--- src/sv/bct_pkg.sv ---
package bct_pkg;

	// Timer states, one-hot
	typedef enum logic [4:0] {
		ST_RESET    = 5'b00001,
		ST_STARTED  = 5'b00010,
		ST_STOPPED  = 5'b00100,
		ST_TIMESET  = 5'b01000,
		ST_FINISHED = 5'b10000
	} run_mode_t;

	// run_state codes on the result channel
	localparam logic [2:0] RS_RESET    = 3'd0;
	localparam logic [2:0] RS_STARTED  = 3'd1;
	localparam logic [2:0] RS_STOPPED  = 3'd2;
	localparam logic [2:0] RS_TIMESET  = 3'd3;
	localparam logic [2:0] RS_FINISHED = 3'd4;

	// Button codes
	localparam logic [2:0] BTN_NONE   = 3'd0;
	localparam logic [2:0] BTN_A      = 3'd1;
	localparam logic [2:0] BTN_A_LONG = 3'd2;
	localparam logic [2:0] BTN_B      = 3'd3;
	localparam logic [2:0] BTN_B_LONG = 3'd4;
	localparam logic [2:0] BTN_C_LONG = 3'd5;

	// Configuration register indexes
	localparam logic CFG_MAX_SECONDS = 1'b0;
	localparam logic CFG_MAX_MINUTES = 1'b1;

	localparam logic [7:0] MAX_SECONDS_RST = 8'd59;
	localparam logic [7:0] MAX_MINUTES_RST = 8'd99;

	// Remaining-time counter: whole minutes, seconds, milliseconds
	localparam logic [9:0] MS_TOP  = 10'd999;
	localparam logic [5:0] SEC_TOP = 6'd59;

	typedef struct packed {
		logic [8:0] mins;
		logic [5:0] secs;
		logic [9:0] ms;
	} rem_t;

	typedef struct packed {
		logic restart;
		logic dec;
	} rem_ctl_t;

	function automatic logic [7:0] edit_value(input logic [7:0] v, input logic [7:0] maxv,
		input logic [2:0] btn);
		logic [8:0] up10;
		logic [7:0] res;
		up10 = {1'b0, v} + 9'd10;
		case (btn)
			BTN_A:      res = (v < maxv) ? v + 8'd1 : 8'd0;
			BTN_A_LONG: res = (up10 < {1'b0, maxv}) ? up10[7:0] : 8'd0;
			BTN_B:      res = (v != 8'd0) ? v - 8'd1 : maxv;
			BTN_B_LONG: res = (v > 8'd10) ? v - 8'd10 : maxv;
			default:    res = v;
		endcase
		return res;
	endfunction

	function automatic logic [2:0] state_code(input run_mode_t m);
		logic [2:0] c;
		unique case (m)
			ST_RESET:    c = RS_RESET;
			ST_STARTED:  c = RS_STARTED;
			ST_STOPPED:  c = RS_STOPPED;
			ST_TIMESET:  c = RS_TIMESET;
			ST_FINISHED: c = RS_FINISHED;
			default:     c = RS_RESET;
		endcase
		return c;
	endfunction

endpackage

--- src/sv/bct_ifs.sv ---
interface bct_in_if;
	logic       valid;
	logic       ready;
	logic       mode;
	logic [2:0] button;
	logic       tick;
	logic [7:0] load_minutes;
	logic [7:0] load_seconds;

	modport source (output valid, mode, button, tick, load_minutes, load_seconds,
		input ready);
	modport sink (input valid, mode, button, tick, load_minutes, load_seconds,
		output ready);
endinterface

interface bct_out_if;
	logic       valid;
	logic       ready;
	logic [7:0] minutes_shown;
	logic [7:0] seconds_shown;
	logic [2:0] run_state;
	logic       editing_minutes;
	logic       saved;

	modport source (output valid, minutes_shown, seconds_shown, run_state, editing_minutes,
		saved, input ready);
	modport sink (input valid, minutes_shown, seconds_shown, run_state, editing_minutes,
		saved, output ready);
endinterface

--- src/sv/button_countdown_timer.sv ---
// Channel  Dir  Handshake     Payload
// item     in   valid/ready   mode, button, tick, load_minutes, load_seconds
// result   out  valid/ready   minutes_shown, seconds_shown, run_state,
//                             editing_minutes, saved
// cfg      in   cfg_we        cfg_index (0 seconds limit, 1 minutes limit), cfg_data
//
// One request per cycle while item.ready is high. A request is evaluated against
// the timer state in the cycle it is accepted; its result is registered and shows
// up in the next cycle. The single result register is the only buffering: item.ready
// stays high while the result register is empty or being drained this cycle.
// arst_n clears state to reset mode, seconds editing, zero preset/display, and
// the limits to 59 s / 99 min.
module button_countdown_timer (
	input  logic       clk,
	input  logic       arst_n,
	bct_in_if.sink     item,
	bct_out_if.source  result,
	input  logic       cfg_we,
	input  logic       cfg_index,
	input  logic [7:0] cfg_data
);

	// Config limits
	logic [7:0] max_sec_q, max_min_q;

	// Timer state
	bct_pkg::run_mode_t mode_q;
	logic       edit_min_q;
	logic [7:0] preset_min_q, preset_sec_q;
	logic [7:0] shown_min_q, shown_sec_q;

	// Result register
	logic       res_valid_q;
	logic [7:0] res_min_q, res_sec_q;
	logic [2:0] res_state_q;
	logic       res_edit_q, res_saved_q;

	logic accept;
	logic btn_ok;

	// After button handling
	bct_pkg::run_mode_t mode_btn;
	logic       edit_nxt;
	logic [7:0] preset_min_nxt, preset_sec_nxt;
	logic [7:0] shown_min_btn, shown_sec_btn;
	logic       saved_nxt;
	logic       restart, to_timeset;

	// After the time update
	bct_pkg::run_mode_t mode_nxt;
	logic [7:0] shown_min_nxt, shown_sec_nxt;

	bct_pkg::rem_ctl_t rem_ctl;
	bct_pkg::rem_t     rem_nxt;

	// Output side frees up when empty or drained in this cycle
	assign item.ready = !res_valid_q || result.ready;
	assign accept     = item.valid && item.ready;

	assign btn_ok = (item.button != bct_pkg::BTN_NONE) &&
		(item.button <= bct_pkg::BTN_C_LONG);

	// Button handling, or preset load in load mode
	always_comb begin
		mode_btn       = mode_q;
		edit_nxt       = edit_min_q;
		preset_min_nxt = preset_min_q;
		preset_sec_nxt = preset_sec_q;
		shown_min_btn  = shown_min_q;
		shown_sec_btn  = shown_sec_q;
		saved_nxt      = 1'b0;
		restart        = 1'b0;
		to_timeset     = 1'b0;

		if (item.mode) begin
			preset_min_nxt = item.load_minutes;
			preset_sec_nxt = item.load_seconds;
			restart        = 1'b1;
		end else if (btn_ok) begin
			unique case (mode_q)
				bct_pkg::ST_RESET: begin
					if (item.button == bct_pkg::BTN_A) begin
						mode_btn = bct_pkg::ST_STARTED;
					end else if (item.button == bct_pkg::BTN_C_LONG) begin
						mode_btn = bct_pkg::ST_TIMESET;
					end
				end
				bct_pkg::ST_STARTED: begin
					if (item.button == bct_pkg::BTN_A) begin
						mode_btn = bct_pkg::ST_STOPPED;
					end
				end
				bct_pkg::ST_STOPPED: begin
					if (item.button == bct_pkg::BTN_A) begin
						mode_btn = bct_pkg::ST_STARTED;
					end else if (item.button == bct_pkg::BTN_B) begin
						restart = 1'b1;
					end else if (item.button == bct_pkg::BTN_C_LONG) begin
						restart    = 1'b1;
						to_timeset = 1'b1;
					end
				end
				bct_pkg::ST_TIMESET: begin
					if (item.button == bct_pkg::BTN_C_LONG) begin
						if (!edit_min_q) begin
							edit_nxt = 1'b1;
						end else begin
							// save edited time as the new preset
							preset_min_nxt = shown_min_q;
							preset_sec_nxt = shown_sec_q;
							restart        = 1'b1;
							saved_nxt      = 1'b1;
						end
					end else if (!edit_min_q) begin
						shown_sec_btn = bct_pkg::edit_value(shown_sec_q, max_sec_q,
							item.button);
					end else begin
						shown_min_btn = bct_pkg::edit_value(shown_min_q, max_min_q,
							item.button);
					end
				end
				bct_pkg::ST_FINISHED: begin
					restart = 1'b1;
				end
				default: ;
			endcase
		end

		// Restart: display back to preset, seconds field, reset mode (time set mode on to_timeset)
		if (restart) begin
			shown_min_btn = preset_min_nxt;
			shown_sec_btn = preset_sec_nxt;
			edit_nxt      = 1'b0;
			mode_btn      = to_timeset ? bct_pkg::ST_TIMESET : bct_pkg::ST_RESET;
		end
	end

	// Counter moves only on an accepted request: restart, or a tick while running
	always_comb begin
		rem_ctl.restart = accept && restart;
		rem_ctl.dec     = accept && !item.mode && item.tick &&
			(mode_btn == bct_pkg::ST_STARTED);
	end

	bct_remain u_remain (
		.clk            (clk),
		.arst_n         (arst_n),
		.ctl            (rem_ctl),
		.preset_minutes (preset_min_nxt),
		.preset_seconds (preset_sec_nxt),
		.nxt            (rem_nxt)
	);

	// While running: finish when nothing remains, else show whole seconds left.
	// Display saturates at 255:59 when minutes exceed 8 bits.
	always_comb begin
		mode_nxt      = mode_btn;
		shown_min_nxt = shown_min_btn;
		shown_sec_nxt = shown_sec_btn;
		if (mode_btn == bct_pkg::ST_STARTED) begin
			if (rem_nxt == '0) begin
				mode_nxt = bct_pkg::ST_FINISHED;
			end else if (rem_nxt.mins[8]) begin
				shown_min_nxt = 8'd255;
				shown_sec_nxt = {2'b00, bct_pkg::SEC_TOP};
			end else begin
				shown_min_nxt = rem_nxt.mins[7:0];
				shown_sec_nxt = {2'b00, rem_nxt.secs};
			end
		end
	end

	// Configuration writes
	always_ff @(posedge clk or negedge arst_n) begin
		if (!arst_n) begin
			max_sec_q <= bct_pkg::MAX_SECONDS_RST;
			max_min_q <= bct_pkg::MAX_MINUTES_RST;
		end else if (cfg_we) begin
			unique case (cfg_index)
				bct_pkg::CFG_MAX_SECONDS: max_sec_q <= cfg_data;
				bct_pkg::CFG_MAX_MINUTES: max_min_q <= cfg_data;
				default: ;
			endcase
		end
	end

	// Timer state and result valid
	always_ff @(posedge clk or negedge arst_n) begin
		if (!arst_n) begin
			mode_q       <= bct_pkg::ST_RESET;
			edit_min_q   <= 1'b0;
			preset_min_q <= '0;
			preset_sec_q <= '0;
			shown_min_q  <= '0;
			shown_sec_q  <= '0;
			res_valid_q  <= 1'b0;
		end else begin
			if (accept) begin
				mode_q       <= mode_nxt;
				edit_min_q   <= edit_nxt;
				preset_min_q <= preset_min_nxt;
				preset_sec_q <= preset_sec_nxt;
				shown_min_q  <= shown_min_nxt;
				shown_sec_q  <= shown_sec_nxt;
				res_valid_q  <= 1'b1;
			end else if (result.ready) begin
				res_valid_q <= 1'b0;
			end
		end
	end

	// Result payload
	always_ff @(posedge clk) begin
		if (accept) begin
			res_min_q   <= shown_min_nxt;
			res_sec_q   <= shown_sec_nxt;
			res_state_q <= bct_pkg::state_code(mode_nxt);
			res_edit_q  <= edit_nxt;
			res_saved_q <= saved_nxt;
		end
	end

	assign result.valid           = res_valid_q;
	assign result.minutes_shown   = res_min_q;
	assign result.seconds_shown   = res_sec_q;
	assign result.run_state       = res_state_q;
	assign result.editing_minutes = res_edit_q;
	assign result.saved           = res_saved_q;

endmodule

--- src/sv/bct_remain.sv ---
// Remaining time as a min/sec/ms down-counter; equals duration minus elapsed.
module bct_remain (
	input  logic             clk,
	input  logic             arst_n,
	input  bct_pkg::rem_ctl_t ctl,
	input  logic [7:0]       preset_minutes,
	input  logic [7:0]       preset_seconds,
	output bct_pkg::rem_t    nxt
);

	bct_pkg::rem_t rem_q;
	logic [2:0] carry;
	logic [7:0] sec_rem;

	// Split preset seconds (up to 255) into carry minutes and seconds
	always_comb begin
		if (preset_seconds >= 8'd240) begin
			carry = 3'd4;
			sec_rem = preset_seconds - 8'd240;
		end else if (preset_seconds >= 8'd180) begin
			carry = 3'd3;
			sec_rem = preset_seconds - 8'd180;
		end else if (preset_seconds >= 8'd120) begin
			carry = 3'd2;
			sec_rem = preset_seconds - 8'd120;
		end else if (preset_seconds >= 8'd60) begin
			carry = 3'd1;
			sec_rem = preset_seconds - 8'd60;
		end else begin
			carry = 3'd0;
			sec_rem = preset_seconds;
		end
	end

	always_comb begin
		nxt = rem_q;
		if (ctl.restart) begin
			nxt.mins = {1'b0, preset_minutes} + {6'd0, carry};
			nxt.secs = sec_rem[5:0];
			nxt.ms   = '0;
		end else if (ctl.dec) begin
			if (rem_q.ms != '0) begin
				nxt.ms = rem_q.ms - 10'd1;
			end else if (rem_q.secs != '0) begin
				nxt.secs = rem_q.secs - 6'd1;
				nxt.ms   = bct_pkg::MS_TOP;
			end else if (rem_q.mins != '0) begin
				nxt.mins = rem_q.mins - 9'd1;
				nxt.secs = bct_pkg::SEC_TOP;
				nxt.ms   = bct_pkg::MS_TOP;
			end
		end
	end

	always_ff @(posedge clk or negedge arst_n) begin
		if (!arst_n) begin
			rem_q <= '0;
		end else begin
			rem_q <= nxt;
		end
	end

endmodule

--- src/flat_wrapper.sv ---
// flat-port wrapper written by rule: the top's interface ports become plain ports
module button_countdown_timer_flat 
  (clk, arst_n, cfg_we, cfg_index, cfg_data, item_valid, item_mode, item_button, item_tick, item_load_minutes, item_load_seconds, item_ready, result_valid, result_minutes_shown, result_seconds_shown, result_run_state, result_editing_minutes, result_saved, result_ready);
  bct_in_if item_i ();
  bct_out_if result_i ();
  input  logic clk;
  input  logic arst_n;
  input  logic cfg_we;
  input  logic cfg_index;
  input  logic [7:0] cfg_data;
  input wire logic [$bits(item_i.valid)-1:0] item_valid;
  input wire logic [$bits(item_i.mode)-1:0] item_mode;
  input wire logic [$bits(item_i.button)-1:0] item_button;
  input wire logic [$bits(item_i.tick)-1:0] item_tick;
  input wire logic [$bits(item_i.load_minutes)-1:0] item_load_minutes;
  input wire logic [$bits(item_i.load_seconds)-1:0] item_load_seconds;
  output wire logic [$bits(item_i.ready)-1:0] item_ready;
  output wire logic [$bits(result_i.valid)-1:0] result_valid;
  output wire logic [$bits(result_i.minutes_shown)-1:0] result_minutes_shown;
  output wire logic [$bits(result_i.seconds_shown)-1:0] result_seconds_shown;
  output wire logic [$bits(result_i.run_state)-1:0] result_run_state;
  output wire logic [$bits(result_i.editing_minutes)-1:0] result_editing_minutes;
  output wire logic [$bits(result_i.saved)-1:0] result_saved;
  input wire logic [$bits(result_i.ready)-1:0] result_ready;
  assign item_i.valid = item_valid;
  assign item_i.mode = item_mode;
  assign item_i.button = item_button;
  assign item_i.tick = item_tick;
  assign item_i.load_minutes = item_load_minutes;
  assign item_i.load_seconds = item_load_seconds;
  assign item_ready = item_i.ready;
  assign result_valid = result_i.valid;
  assign result_minutes_shown = result_i.minutes_shown;
  assign result_seconds_shown = result_i.seconds_shown;
  assign result_run_state = result_i.run_state;
  assign result_editing_minutes = result_i.editing_minutes;
  assign result_saved = result_i.saved;
  assign result_i.ready = result_ready;
  button_countdown_timer u_core (.clk(clk), .arst_n(arst_n), .item(item_i), .result(result_i), .cfg_we(cfg_we), .cfg_index(cfg_index), .cfg_data(cfg_data));
endmodule
--- config.mk ---
export PLATFORM = sky130hd
export DESIGN_NAME = button_countdown_timer_flat
export DESIGN_NICKNAME = d
export VERILOG_FILES = /design/src/sv/bct_pkg.sv /design/src/sv/bct_ifs.sv /design/src/sv/button_countdown_timer.sv /design/src/sv/bct_remain.sv /design/src/flat_wrapper.sv
export SDC_FILE = /design/constraint.sdc
export NUM_CORES = 1
export LEC_CHECK = 0
export ABC_AREA = 1
export BUFFER_PORTS_ARGS = -buffer_cell sky130_fd_sc_hd__buf_2
export CORE_AREA = 3 3 136 165
export CTS_CLUSTER_SIZE = 10
export DETAILED_ROUTE_END_ITERATION = 16
export DIE_AREA = 0 0 139 168
export PLACE_DENSITY_LB_ADDON = 0.05
export SYNTH_ARGS = -nofsm -noshare
export SYNTH_HDL_FRONTEND = slang
export SYNTH_SLANG_ARGS = --single-unit
export TNS_END_PERCENT = 1
--- constraint.sdc ---
create_clock -name clk -period 11.76 [get_ports clk]
set_input_delay 1.176 -clock clk [delete_from_list [all_inputs] [get_ports clk]]
set_output_delay 1.176 -clock clk [all_outputs]
set_load 0.01 [all_outputs]
; ---- Word level (Yosys, flattened, before mapping)
; Index checks and enable logic that the tools add are counted.
[totals]
out_inout_bits = 23
inputBits = 35
regBits = 101
word_cells = 167
[op_classes]
bitwise_logic = 3
n_reduce_logical = 20
add_sub_neg = 16
eq_ne = 15
magnitude_cmp = 11
mux = 85
[ops]
columns = operator, count
row1 = 8-bit 2-to-1 mux, 35
row2 = 25-bit 2-to-1 mux, 3
row3 = 8-bit case mux with 4 select lines, 2
row4 = 5-bit 2-to-1 mux, 9
row5 = 6-bit 2-to-1 mux, 5
row6 = 25-bit logical NOT, 1
row7 = 6-bit subtractor (second input constant), 4
row8 = 1-bit 2-to-1 mux, 20
row9 = 8-bit by 4-bit adder with 9-bit output (second input constant), 2
row10 = 9-bit by 8-bit less-than comparator with 1-bit output, 2
row11 = 8-bit by 1-bit adder with 8-bit output (second input constant), 2
row12 = 8-bit >= comparator (second input constant), 2
row13 = 8-bit by 4-bit greater-than comparator with 1-bit output (second input constant), 2
row14 = 8-bit less-than comparator, 2
row15 = 16-bit 2-to-1 mux, 1
row16 = 8-bit nonzero test, 2
row17 = 8-bit by 1-bit subtractor with 8-bit output (second input constant), 2
row18 = 8-bit by 4-bit subtractor with 8-bit output (second input constant), 2
row19 = 5-bit by 2-bit equality test with 1-bit output (second input constant), 3
row20 = 15-bit 2-to-1 mux, 1
row21 = 5-bit case mux with 3 select lines, 1
row22 = 3-bit case mux with 4 select lines, 1
row23 = 5-bit by 3-bit equality test with 1-bit output (second input constant), 2
row24 = 5-bit by 4-bit equality test with 1-bit output (second input constant), 2
row25 = 29 further kinds, 42

; ---- Logic depth before layout (Yosys ltp)
; Gate-level depths: netlist (run 1).
[logic_depth]
word_depth = 18
ltp_mapped = 35
ltp_nobuf = 33

; ---- Cells and area by module
; From an unflattened synthesis (run 1), not the netlist that was laid out.
[unflattened]
cells_unflattened = 1346
area_unflattened_um2 = 8906.0
[by_module_without_submodules]
columns = module, cells_per_inst, seq_area_each_um2, instances, area_each_um2
row1 = button_countdown_timer, 998, 2019.4, 1, 6680.2
row2 = bct_remain, 348, 625.6, 1, 2225.9

; ---- Least setup slack after synthesis (run 1)
; No wires, ideal clock.
[synth_timing]
path_kind = input to register
start = in item_button[1]
end = reg u_core.res_sec_q[4] (netlist: u_core.result.seconds_shown[4]) (data pin)
slack_ns = 6.820
path_buffers = 2
t_required_ns = 11.505
arrival_ns = 4.685
setup_time_ns = 0.255
path_stages = 34
path_cell_list = inv_2 > nand3_4 > nor2_4 > nand2_2 > buf_6 > nand2_1 > nand3_1 > nand2_1 > ha_1 > nand3_1 > nor2_1 > nand3_1 > nand3_1 > nand2_1 > nand2_1 > inv_1 > ha_1 > fa_1 > nand2_1 > nand2_1 > nand2_1 > inv_1 > nand3_1 > nor3_1 > a21oi_2 > nand2_1 > nor2_1 > nand3_1 > nor2_2 > nand2_4 > nand2_8 > buf_12 > nand2_1 > and2_1
[synth_between]
word_cells_on_any_way = 70
cone_classes = 5 x add/sub / 5 x order compare / 6 x eq/ne / 49 x mux / 5 x reduce/logical
[synth_rtl]
columns = element, line_no
row1 = from (decl), flat_wrapper.sv:13  ; input wire logic [$bits(item_i.button)-1:0] item_button;
row2 = 3-bit equality test, button_countdown_timer.sv:104  ; if (item.button == bct_pkg::BTN_C_LONG) begin
row3 = 8-bit 2-to-1 mux, button_countdown_timer.sv:104
row4 = 8-bit 2-to-1 mux, button_countdown_timer.sv:80  ; unique case (mode_q)
row5 = 8-bit 2-to-1 mux *, button_countdown_timer.sv:79  ; end else if (btn_ok) begin
row6 = 8-bit 2-to-1 mux *, button_countdown_timer.sv:75  ; if (item.mode) begin
row7 = named net u_core.preset_sec_nxt[5], button_countdown_timer.sv:44  ; logic [7:0] preset_min_nxt, preset_sec_nxt;
row8 = 8-bit by 6-bit >= comparator with 1-bit output, bct_remain.sv:26  ; end else if (preset_seconds >= 8'd60) begin
row9 = 1-bit 2-to-1 mux, bct_remain.sv:26
row10 = 2-bit 2-to-1 mux, bct_remain.sv:23  ; end else if (preset_seconds >= 8'd120) begin
row11 = 2-bit 2-to-1 mux, bct_remain.sv:20  ; end else if (preset_seconds >= 8'd180) begin
row12 = 3-bit 2-to-1 mux, bct_remain.sv:17  ; if (preset_seconds >= 8'd240) begin
row13 = 8-bit by 3-bit adder with 9-bit output, bct_remain.sv:38  ; nxt.mins = {1'b0, preset_minutes} + {6'd0, carry};
row14 = 25-bit 2-to-1 mux *, bct_remain.sv:37  ; if (ctl.restart) begin
row15 = 25-bit logical NOT or 6-bit 2-to-1 mux (tied branches), "button_countdown_timer.sv:161, button_countdown_timer.sv:163"
row16 = 8-bit 2-to-1 mux *, button_countdown_timer.sv:161  ; if (rem_nxt == '0) begin
row17 = 8-bit 2-to-1 mux *, button_countdown_timer.sv:160  ; if (mode_btn == bct_pkg::ST_STARTED) begin
row18 = named net u_core.shown_sec_nxt[4], button_countdown_timer.sv:51  ; logic [7:0] shown_min_nxt, shown_sec_nxt;
row19 = to (signal assigned), button_countdown_timer.sv:216  ; res_sec_q <= shown_sec_nxt;
row20 = to (decl), button_countdown_timer.sv:34  ; logic [7:0] res_min_q, res_sec_q;
; Mark *: on every way through the listed nets, which the timed path passes. The rest lies on a longest branch.
; A chain may end at the register's enable or synchronous reset.

; ---- Final worst setup path (run 1)
[layout_timing]
start = in item_button[1]
end = reg u_core.res_min_q[0] (netlist: u_core.result.minutes_shown[0]) (data pin)
[layout_between]
word_cells_on_any_way = 70
cone_classes = 5 x add/sub / 5 x order compare / 6 x eq/ne / 49 x mux / 5 x reduce/logical
[layout_rtl]
columns = element, line_no
row1 = 3-bit equality test, button_countdown_timer.sv:104
row2 = 8-bit 2-to-1 mux, button_countdown_timer.sv:104
row3 = 8-bit 2-to-1 mux, button_countdown_timer.sv:80
row4 = 8-bit 2-to-1 mux *, button_countdown_timer.sv:79
row5 = 8-bit 2-to-1 mux *, button_countdown_timer.sv:75
row6 = named net u_core.preset_sec_nxt[5], button_countdown_timer.sv:44
row7 = 8-bit by 6-bit >= comparator with 1-bit output, bct_remain.sv:26
row8 = 1-bit 2-to-1 mux, bct_remain.sv:26
row9 = 2-bit 2-to-1 mux, bct_remain.sv:23
row10 = 2-bit 2-to-1 mux, bct_remain.sv:20
row11 = 3-bit 2-to-1 mux, bct_remain.sv:17
row12 = 8-bit by 3-bit adder with 9-bit output, bct_remain.sv:38
row13 = 25-bit 2-to-1 mux *, bct_remain.sv:37
row14 = 25-bit logical NOT or 8-bit 2-to-1 mux (tied branches), "button_countdown_timer.sv:161, button_countdown_timer.sv:163"
row15 = 8-bit 2-to-1 mux *, button_countdown_timer.sv:161
row16 = 8-bit 2-to-1 mux *, button_countdown_timer.sv:160
row17 = named net u_core.shown_min_nxt[0], button_countdown_timer.sv:51
row18 = to (signal assigned), button_countdown_timer.sv:215  ; res_min_q <= shown_min_nxt;
row19 = to (decl), button_countdown_timer.sv:34
; Marks and branches as above.

==> results of run 1 <==
## worst min-delay path by stage
stage                     cells past startpoint  slack [ns]                endpoint
after detailed placement                      2        0.46  u_core.preset_min_q[0]
final                                         2        0.49  u_core.preset_min_q[0]
after global placement                        2        0.46  u_core.preset_min_q[0]
after global routing                          2        0.51  u_core.preset_min_q[0]
after CTS                                     2        0.48  u_core.preset_min_q[0]
after floorplan                               2        0.44  u_core.preset_min_q[0]
## power by group through the flow
stage,Sequential [uW],Combinational (uW),Clock (uW)
detailed placement,507,715,0
global route,512,829,328
global placement,507,710,0
floorplan,469,558,0
CTS,501,719,316
finish,501,721,309
## worst max-delay path, delay by kind of cell
| family | cells | cell delay (ns) |
|---|---|---|
| adder cells (fa/ha/maj) | 3 | 0.84 |
| buffers and inverters | 4 | 0.33 |
| AND/OR/NAND/NOR | 25 | 3.07 |
| AO/OA/AOI/OAI | 1 | 0.47 |
## flip-flops by register name, summed over array words and instances, names as in the netlist, 5 cells and up
register and count:
u_core.u_remain.rem_q 25, u_core.max_min_q 8, u_core.max_sec_q 8, u_core.preset_min_q 8, u_core.preset_sec_q 8, u_core.result.minutes_shown 8, u_core.result.seconds_shown 8, u_core.shown_min_q 8
u_core.shown_sec_q 8, u_core.mode_q 5
## metal layers
metal,GRT usage [%],vias to the layer above,share of wire [%]
met1,32.2,4321,44
li1,-,4767,-
met3,2.98,50,3.9
met4,7.66,0,2.5
met5,0,-,0
met2,44.5,201,50
## kinds of logic after synthesis
group | synth area share (%)
AO/OA/AOI/OAI | 16.4
buffers and inverters | 10.6
flip-flops | 28.2
AND/OR/NAND/NOR | 34.4
adder cells (fa/ha/maj) | 7.02
XOR/XNOR | 3.36
## metrics by stage
| stage | setup WS, ns | power [uW] | area, sq um | cells | util, % |
|---|---|---|---|---|---|
| 6_report | 5.96 | 1530 | 10100 | 1735 | 48.3 |
| 5_1_grt | 5.47 | 1670 | 10100 | 1735 | 48.3 |
| 4_1_cts | 5.99 | 1540 | 10100 | 1735 | 48.3 |
| 3_5_place_dp | 5.61 | 1220 | 9800 | 1719 | 46.9 |
| 3_3_place_gp | 5.82 | 1220 | 9800 | 1719 | 46.9 |
| 2_1_floorplan | 6.82 | 1030 | 9380 | 1442 | - |
## layout by cell type, fill, tap and decap left out, types with 14 or more instances in the layout
master      n
o21ai_0   128
a21oi_1    72
ha_1       51
nand3_1   117
nand2_1   391
nand2_2    15
nand4_1    35
nor2_1    106
inv_1     184
dfrtp_1    70
and2_1     14
buf_2      56
edfxtp_1   21
xor2_1     31
## layout make-up
class | count | area (sq um)
Timing Repair Buffer | 63 | 333
Tap cell | 270 | 338
Sequential cell | 101 | 2650
Multi-Input combinational cell | 1086 | 5740
Clock inverter | 7 | 65.1
Inverter | 199 | 747
Fill cell | 2234 | 10800
Clock buffer | 9 | 225
==> flow_summary_export.csv, run 1 <==
group,metric,value,unit
floorplanning,dieArea,0.0234,sq mm
clocking,root_buffer,"clkbuf_16",
logic_synthesis,ys_async_sr_fraction,79.2,%
power_and_ir_drop,powerDensity,152,mW/mm^2
logic_synthesis,synth_area_leaders,"dfrtp_1, nand2_1, inv_1, o21ai_0, ha_1",
drt,first_pass_iters,5,
worst_setup_path,path_class,"input pin to flip-flop",
floorplanning,initial_utilization,44.9,%
timing,min_period,5.80,ns
worst_setup_path,r2r_setup_slack,6.07,ns
worst_setup_path,reg2reg_from,"u_core.mode_q[1]",
floorplanning,die_w,139,um
drt,drt_iter0_markers,654,
worst_setup_path,endpoint_kind,"flip-flop",
timing,whs,0.485,ns
logic_synthesis,synth_top_area_cell,"dfrtp_1",
logic_synthesis,syn_nets,1529,
timing,slew_headroom,24.6,%
place,dp_hpwl,22500,um
floorplanning,core,0.0209,sq mm
timing,rsz0062_at_grt,"false",
drt,vias,9339,
worst_setup_path,endpoint,"u_core.result.minutes_shown[0]",
worst_setup_path,worstPathMaxFanout,20,
clocking,htreeDepth,3,
drt,routed_wirelength,29400,um
place,io_buffers,57,
worst_setup_path,start_kind,"input pin",
drt,drtAntennaViolNets,0,
final_layout,layout-drive-gt1-share,10.2,%
status,outcome,"completed",
worst_setup_path,worstSetupStartpoint,"item_button[1]",
final_layout,syn_to_final_growth,7.60,%
timing,worstMarginPinSlew,1.13,ns
timing,hold_viol,0,
logic_synthesis,ys_seq_area_share,28.2,%
global_routing,grt_start_max_net_pins,66,
global_routing,grt_pass1_wl,47700,um
clocking,cts.repair.resized,0,
global_routing,track_usage,25.1,%
logic_synthesis,synth.distinct_cells,51,
logic_synthesis,yosys-top-cells-count,"nand2_1, inv_1, o21ai_0, nand3_1, nor2_1",
flow_run,maxCapViolCount,0,
logic_synthesis,ys_seq_elements,101,
timing,fin_tns_setup,0,ns
power_and_ir_drop,p_clk_share,20.2,%
clocking,cts.sinks,101,
power_and_ir_drop,power.internal,815,uW
clocking,ctsHoldBuffers,0,
worst_setup_path,required,11.88,ns
worst_setup_path,critPathMostFrequentCell,"nand2_1",
place,gp_congestion,0.897,
timing,finalClockSkew,0.0113,ns
power_and_ir_drop,vdd_drop_max,0.0000821,V
global_routing,antenna_found_initial,0,
worst_setup_path,cp.arrival,5.92,ns
drt,wl_per_cell,17.0,um
floorplanning,io-pin-count,58,
global_routing,grt_pass1_vias,8891,
logic_synthesis,ys.warnings.count,0,
min_path,hold_class,"flip-flop to flip-flop",
clocking,cts_setup_buffers,0,
worst_setup_path,rr_worst_depth,32,
global_routing,grt_overflow_total,0,
drt,routed_via_density,5.38,
floorplanning,die_height,168,um
worst_setup_path,slowest_delay,0.47,ns
logic_synthesis,yosysMostFrequentCell,"nand2_1",
power_and_ir_drop,combPwrFrac,47.1,%
power_and_ir_drop,swShare,46.8,%
logic_synthesis,synth-edff-count,21,
worst_setup_path,r2r-end,"u_core.result.minutes_shown[0]",
timing,drv_slew,0,
final_layout,n_antenna_cell,0,
logic_synthesis,postSynthAreaPerCell,6.50,sq um
final_layout,fin_nets,1547,
timing,finalSetupViolations,0,
min_path,hold_start,"u_core.preset_min_q[0]",
clocking,clkTransAtPathRegs,0.07,ns
worst_setup_path,crit_slowest_cell,"a21oi_2",
clocking,cts_buffer_depth,2,
clocking,insertion_delay,0.36,ns
power_and_ir_drop,p_leak,0.00513,uW
power_and_ir_drop,switchingPower,716,uW
clocking,numCtsBuffers,9,
drt,drc_errors,0,
logic_synthesis,syn_inst,1442,
timing,max_freq,0.172,GHz
logic_synthesis,netlist_area,0.00938,sq mm
timing,fin_crit_sh,49.3,%
clocking,tritoncts,"built",
floorplanning,rows,58,
logic_synthesis,synth_ff_type,"dfrtp_1",
power_and_ir_drop,seqPwrFrac,32.7,%
logic_synthesis,netlist.area_leader.share,18.7,%
(Power assumes the default switching activity.)
==> inputs of run 2 (changes only) <==
==> constraint.sdc (replaced) <==
create_clock -name clk -period 5.9 [get_ports clk]
set_input_delay 0.59 -clock clk [delete_from_list [all_inputs] [get_ports clk]]
set_output_delay 0.59 -clock clk [all_outputs]
set_load 0.01 [all_outputs]
==> flow_summary_export.csv, run 2 (synthesis results as in run 1) <==
group,metric,value,unit
timing,min_period,5.04,ns
floorplanning,die_w,139,um
worst_setup_path,path_class,"flip-flop to flip-flop",
final_layout,layout.cell_area.non_filler,0.0102,sq mm
timing,finalSetupViolations,0,
clocking,cts_buffer_depth,2,
final_layout,largest_register_ffs,25,
min_path,hold_class,"input pin to asynchronous set/reset pin",
final_layout,final_cell_mix,"nand2_1, inv_1, o21ai_0",
clocking,cts.sinks,101,
global_routing,grt_overflow_total,0,
final_layout,fin_nets,1556,
worst_setup_path,rr_worst_depth,32,
final_layout,fill_cells,2224,
global_routing,antenna_found_initial,1,
final_layout,syn_to_final_growth,8.58,%
floorplanning,initial_utilization,44.9,%
drt,first_pass_iters,5,
global_routing,grt_pass1_vias,8738,
global_routing,grt_pass1_wl,47800,um
floorplanning,dieArea,0.0234,sq mm
worst_setup_path,worstPathMaxFanout,18,
place,gp_congestion,0.965,
power_and_ir_drop,powerDensity,302,mW/mm^2
final_layout,instances_no_fill,1744,
global_routing,track_usage,25.2,%
place,io_buffers,57,
drt,routed_via_density,5.40,
power_and_ir_drop,p_leak,0.00518,uW
clocking,numCtsBuffers,9,
clocking,root_buffer,"clkbuf_16",
timing,worstMarginPinSlew,0.869,ns
global_routing,grt_start_max_net_pins,63,
place,dp_hpwl,22600,um
drt,dr_wl_met2,14600,um
worst_setup_path,crit_slowest_cell,"dfrtp_1",
floorplanning,rows,58,
floorplanning,core,0.0209,sq mm
drt,routed_wirelength,29400,um
place,dpl.cell_count,1728,
clocking,clkTransAtPathRegs,0.08,ns
drt,wl_per_cell,16.9,um
flow_run,maxCapViolCount,0,
clocking,tritoncts,"built",
drt,drtAntennaViolNets,0,
clocking,insertion_delay,0.36,ns
final_layout,layout-drive-gt1-share,10.7,%
timing,rsz0062_at_grt,"false",
power_and_ir_drop,p_total,3080,uW
worst_setup_path,slowest_delay,0.42,ns
timing,drv_slew,0,
final_layout,n_antenna_cell,0,
drt,drt_iter0_markers,728,
power_and_ir_drop,vdd_drop_max,0.000140,V
worst_setup_path,critPathMostFrequentCell,"nand2_1",
timing,fin_tns_setup,0,ns
drt,vias,9425,
timing,finalClockSkew,0.0123,ns
drt,drc_errors,0,
timing,fin_crit_sh,85.4,%
clocking,cts_setup_buffers,0,
floorplanning,die_height,168,um
clocking,cts.repair.resized,0,
worst_setup_path,endpoint_kind,"flip-flop",
drt,wl_met1,12900,um
clocking,htreeDepth,3,
clocking,ctsHoldBuffers,0,
final_layout,regMostFlops,"u_core.u_remain.rem_q",
timing,hold_viol,0,
timing,max_freq,0.199,GHz
drt,top_layer_used,"met5",
drt,wl_met3,1390,um
timing,slew_headroom,42.1,%
status,outcome,"completed",
worst_setup_path,cp.arrival,5.15,ns
floorplanning,io-pin-count,58,
place,placed_cell_area,0.00987,sq mm
final_layout,final_common_cell,"nand2_1",
worst_setup_path,start_kind,"flip-flop",
worst_setup_path,required,6.02,ns
-- run 2: changes by cell type in the layout (fill, tap and decap cells not counted), sizes merged --
cell	before	now
inv	200	201
clkinvlp	1	0
buf	63	72
-- run 2: layer usage --
layer | vias to the layer above | global-route usage, %
met5 | - | 0
met4 | 2 | 6.89
met3 | 38 | 2.73
met2 | 255 | 43.7
met1 | 4343 | 33.5
li1 | 4787 | -
-- run 2: power by group --
group          internal [uW]  switching (uW)
Clock                    308             326
Sequential               842             154
Combinational            494             956
Total                   1640            1440
-- run 2: final timing paths --
path	start	endpoint	slack, ns
max in group asynchronous	arst_n	u_core.u_remain.rem_q[21]	4.68
min reg2reg	u_core.preset_min_q[0]	u_core.preset_min_q[0]	0.49
max	u_core.mode_q[1]	u_core.result.minutes_shown[0]	0.86
max reg2reg	u_core.mode_q[1]	u_core.result.minutes_shown[0]	0.86
min	arst_n	u_core.max_sec_q[7]	0.09
min in group clk	cfg_data[0]	u_core.max_min_q[0]	0.48
-- run 2: worst max-delay path: cells and delay by family (launching register included) --
| kind | cells | cell delay, ns |
|---|---|---|
| simple gates | 23 | 3.14 |
| buf+inv | 4 | 0.55 |
| flops | 1 | 0.42 |
| fa+ha+maj | 2 | 0.41 |
| xor+xnor | 1 | 0.14 |
| compound gates | 2 | 0.11 |
-- run 2: stage by stage --
stage / utilization (%) / worst slack, ns / hold slack [ns]
after CTS: 48.7 / 0.925 / 0.0898
after detailed placement: 47.2 / 0.804 / 0.477
after global routing: 48.7 / 0.369 / 0.0897
after global placement: 47.2 / 0.972 / 0.459
after floorplan: - / 1.55 / 0.294
final: 48.7 / 0.863 / 0.0872
-- run 2: area by class of cell --
type	count	area, sq um	share of cell area [%]
Clock buffer	9	225	2.21
Clock inverter	7	88.8	0.872
Inverter	199	747	7.34
Multi-Input combinational cell	1086	5740	56.4
Sequential cell	101	2650	26.0
Tap cell	270	338	3.32
Timing Repair Buffer	72	400	3.93
==> inputs of run 3 (changes only) <==
==> constraint.sdc (replaced) <==
create_clock -name clk -period 5.9 [get_ports clk]
set_input_delay 0.885 -clock clk [delete_from_list [all_inputs] [get_ports clk]]
set_output_delay 0.885 -clock clk [all_outputs]
set_load 0.01 [all_outputs]
==> flow_summary_export.csv, run 3 (synthesis results as in run 1) <==
group,metric,value,unit
place,dpl.cell_count,1726,
drt,vias,9389,
power_and_ir_drop,switchingPower,1410,uW
drt,wl_per_cell,17.0,um
clocking,cts_buffer_depth,2,
clocking,insertion_delay,0.36,ns
timing,finalClockSkew,0.0120,ns
floorplanning,dieArea,0.0234,sq mm
floorplanning,die_height,168,um
flow_run,maxCapViolCount,0,
timing,fin_tns_setup,0,ns
min_path,hold_class,"flip-flop to flip-flop",
timing,min_period,5.14,ns
drt,routed_via_density,5.39,
drt,drtAntennaViolNets,0,
place,gp_congestion,0.902,
floorplanning,core,0.0209,sq mm
final_layout,instances_no_fill,1742,
global_routing,grt_pass1_vias,8979,
floorplanning,initial_utilization,44.9,%
timing,max_freq,0.195,GHz
clocking,htreeDepth,3,
worst_setup_path,worstPathMaxFanout,18,
worst_setup_path,cp.arrival,5.26,ns
final_layout,final_cell_mix,"nand2_1, inv_1, o21ai_0",
power_and_ir_drop,combPwrFrac,46.8,%
clocking,numCtsBuffers,9,
worst_setup_path,critPathMostFrequentCell,"nand2_1",
clocking,root_buffer,"clkbuf_16",
timing,drv_slew,0,
clocking,clkTransAtPathRegs,0.08,ns
status,outcome,"completed",
global_routing,grt_start_max_net_pins,61,
timing,rsz0062_at_grt,"false",
timing,finalSetupViolations,0,
worst_setup_path,rr_worst_depth,30,
worst_setup_path,start_kind,"flip-flop",
floorplanning,io-pin-count,58,
power_and_ir_drop,swShare,45.8,%
power_and_ir_drop,vdd_drop_max,0.000166,V
drt,drc_errors,0,
drt,routed_wirelength,29600,um
power_and_ir_drop,power.internal,1670,uW
clocking,cts.sinks,101,
global_routing,antenna_found_initial,0,
worst_setup_path,endpoint_kind,"flip-flop",
worst_setup_path,required,6.02,ns
final_layout,regMostFlops,"u_core.u_remain.rem_q",
clocking,cts.repair.resized,0,
drt,first_pass_iters,5,
place,dp_hpwl,22500,um
timing,worstMarginPinSlew,0.920,ns
global_routing,track_usage,25.7,%
global_routing,grt_pass1_wl,48700,um
worst_setup_path,worstSetupStartpoint,"u_core.mode_q[1]",
worst_setup_path,r2r_setup_slack,0.76,ns
floorplanning,rows,58,
timing,hold_viol,0,
power_and_ir_drop,p_clk_share,21.0,%
timing,slew_headroom,38.0,%
floorplanning,die_w,139,um
clocking,ctsHoldBuffers,0,
worst_setup_path,endpoint,"u_core.result.minutes_shown[3]",
drt,drt_iter0_markers,704,
final_layout,n_antenna_cell,0,
final_layout,syn_to_final_growth,8.41,%
clocking,cts_setup_buffers,0,
power_and_ir_drop,p_leak,0.00517,uW
final_layout,largest_register_ffs,25,
min_path,hold_start,"u_core.preset_min_q[0]",
final_layout,final_common_cell,"nand2_1",
place,io_buffers,57,
clocking,tritoncts,"built",
timing,fin_crit_sh,87.1,%
min_path,hold_depth,2,
power_and_ir_drop,powerDensity,304,mW/mm^2
worst_setup_path,crit_slowest_cell,"dfrtp_1",
final_layout,layout-drive-gt1-share,10.6,%
worst_setup_path,path_class,"flip-flop to flip-flop",
worst_setup_path,reg2reg_from,"u_core.mode_q[1]",
power_and_ir_drop,seqPwrFrac,32.2,%
global_routing,grt_overflow_total,0,
worst_setup_path,r2r-end,"u_core.result.minutes_shown[3]",
worst_setup_path,slowest_delay,0.42,ns
final_layout,fin_nets,1554,
-- run 3: changes by cell type in the layout (fill, tap and decap cells not counted), sizes merged --
cell	previous run	this run
buf	72	70
clkinv	5	2
bufinv	0	1
clkinvlp	0	2
-- run 3: cell type report --
class | instances | area, sq um
Clock buffer | 9 | 225
Clock inverter | 7 | 87.6
Fill cell | 2259 | 10700
Inverter | 199 | 747
Multi-Input combinational cell | 1086 | 5740
Sequential cell | 101 | 2650
Tap cell | 270 | 338
Timing Repair Buffer | 70 | 385
-- run 3: how the worst min path moves through the flow --
stage | to | slack (ns)
finish | u_core.preset_min_q[0] | 0.48
global route | u_core.preset_min_q[0] | 0.50
CTS | u_core.preset_min_q[0] | 0.48
detailed placement | u_core.preset_min_q[0] | 0.46
global placement | u_core.preset_min_q[0] | 0.46
floorplan | u_core.preset_min_q[0] | 0.44
-- run 3: per-stage QoR --
step	hold WS, ns	setup WS (ns)	cell area [sq um]	total power [uW]	utilization, %
2_1_floorplan	0.444	1.25	9380	2050	-
3_3_place_gp	0.460	0.691	9850	2430	47.2
3_5_place_dp	0.460	0.550	9850	2440	47.2
4_1_cts	0.481	0.801	10200	3100	48.6
5_1_grt	0.497	0.0302	10200	3390	48.6
6_report	0.483	0.759	10200	3090	48.6
-- run 3: per-layer routing --
| metal | track usage (%) | wire length (um) | vias to the layer above |
|---|---|---|---|
| met5 | 0 | 0 | - |
| met1 | 34.4 | 13200 | 4328 |
| met2 | 44.4 | 14500 | 232 |
| met3 | 2.59 | 1160 | 46 |
| li1 | - | - | 4783 |
| met4 | 7.15 | 750 | 0 |
-- run 3: power by group through the flow --
stage | clock (uW) | sequential (uW) | combinational [uW]
global placement | 0 | 1010 | 1430
detailed placement | 0 | 1010 | 1430
CTS | 666 | 992 | 1440
floorplan | 0 | 934 | 1110
finish | 649 | 993 | 1450
global route | 692 | 1010 | 1680
-- run 3: worst max-delay path: cells and delay by family, from the launching register on --
kind,cells,cell delay [ns]
DFF,1,0.42
AOI/OAI and AO/OA,2,0.11
xor gates and xnor gates,1,0.15
and+or+nand+nor,23,3.63
adders and majority gates,2,0.41
buffers and inverters,2,0.15
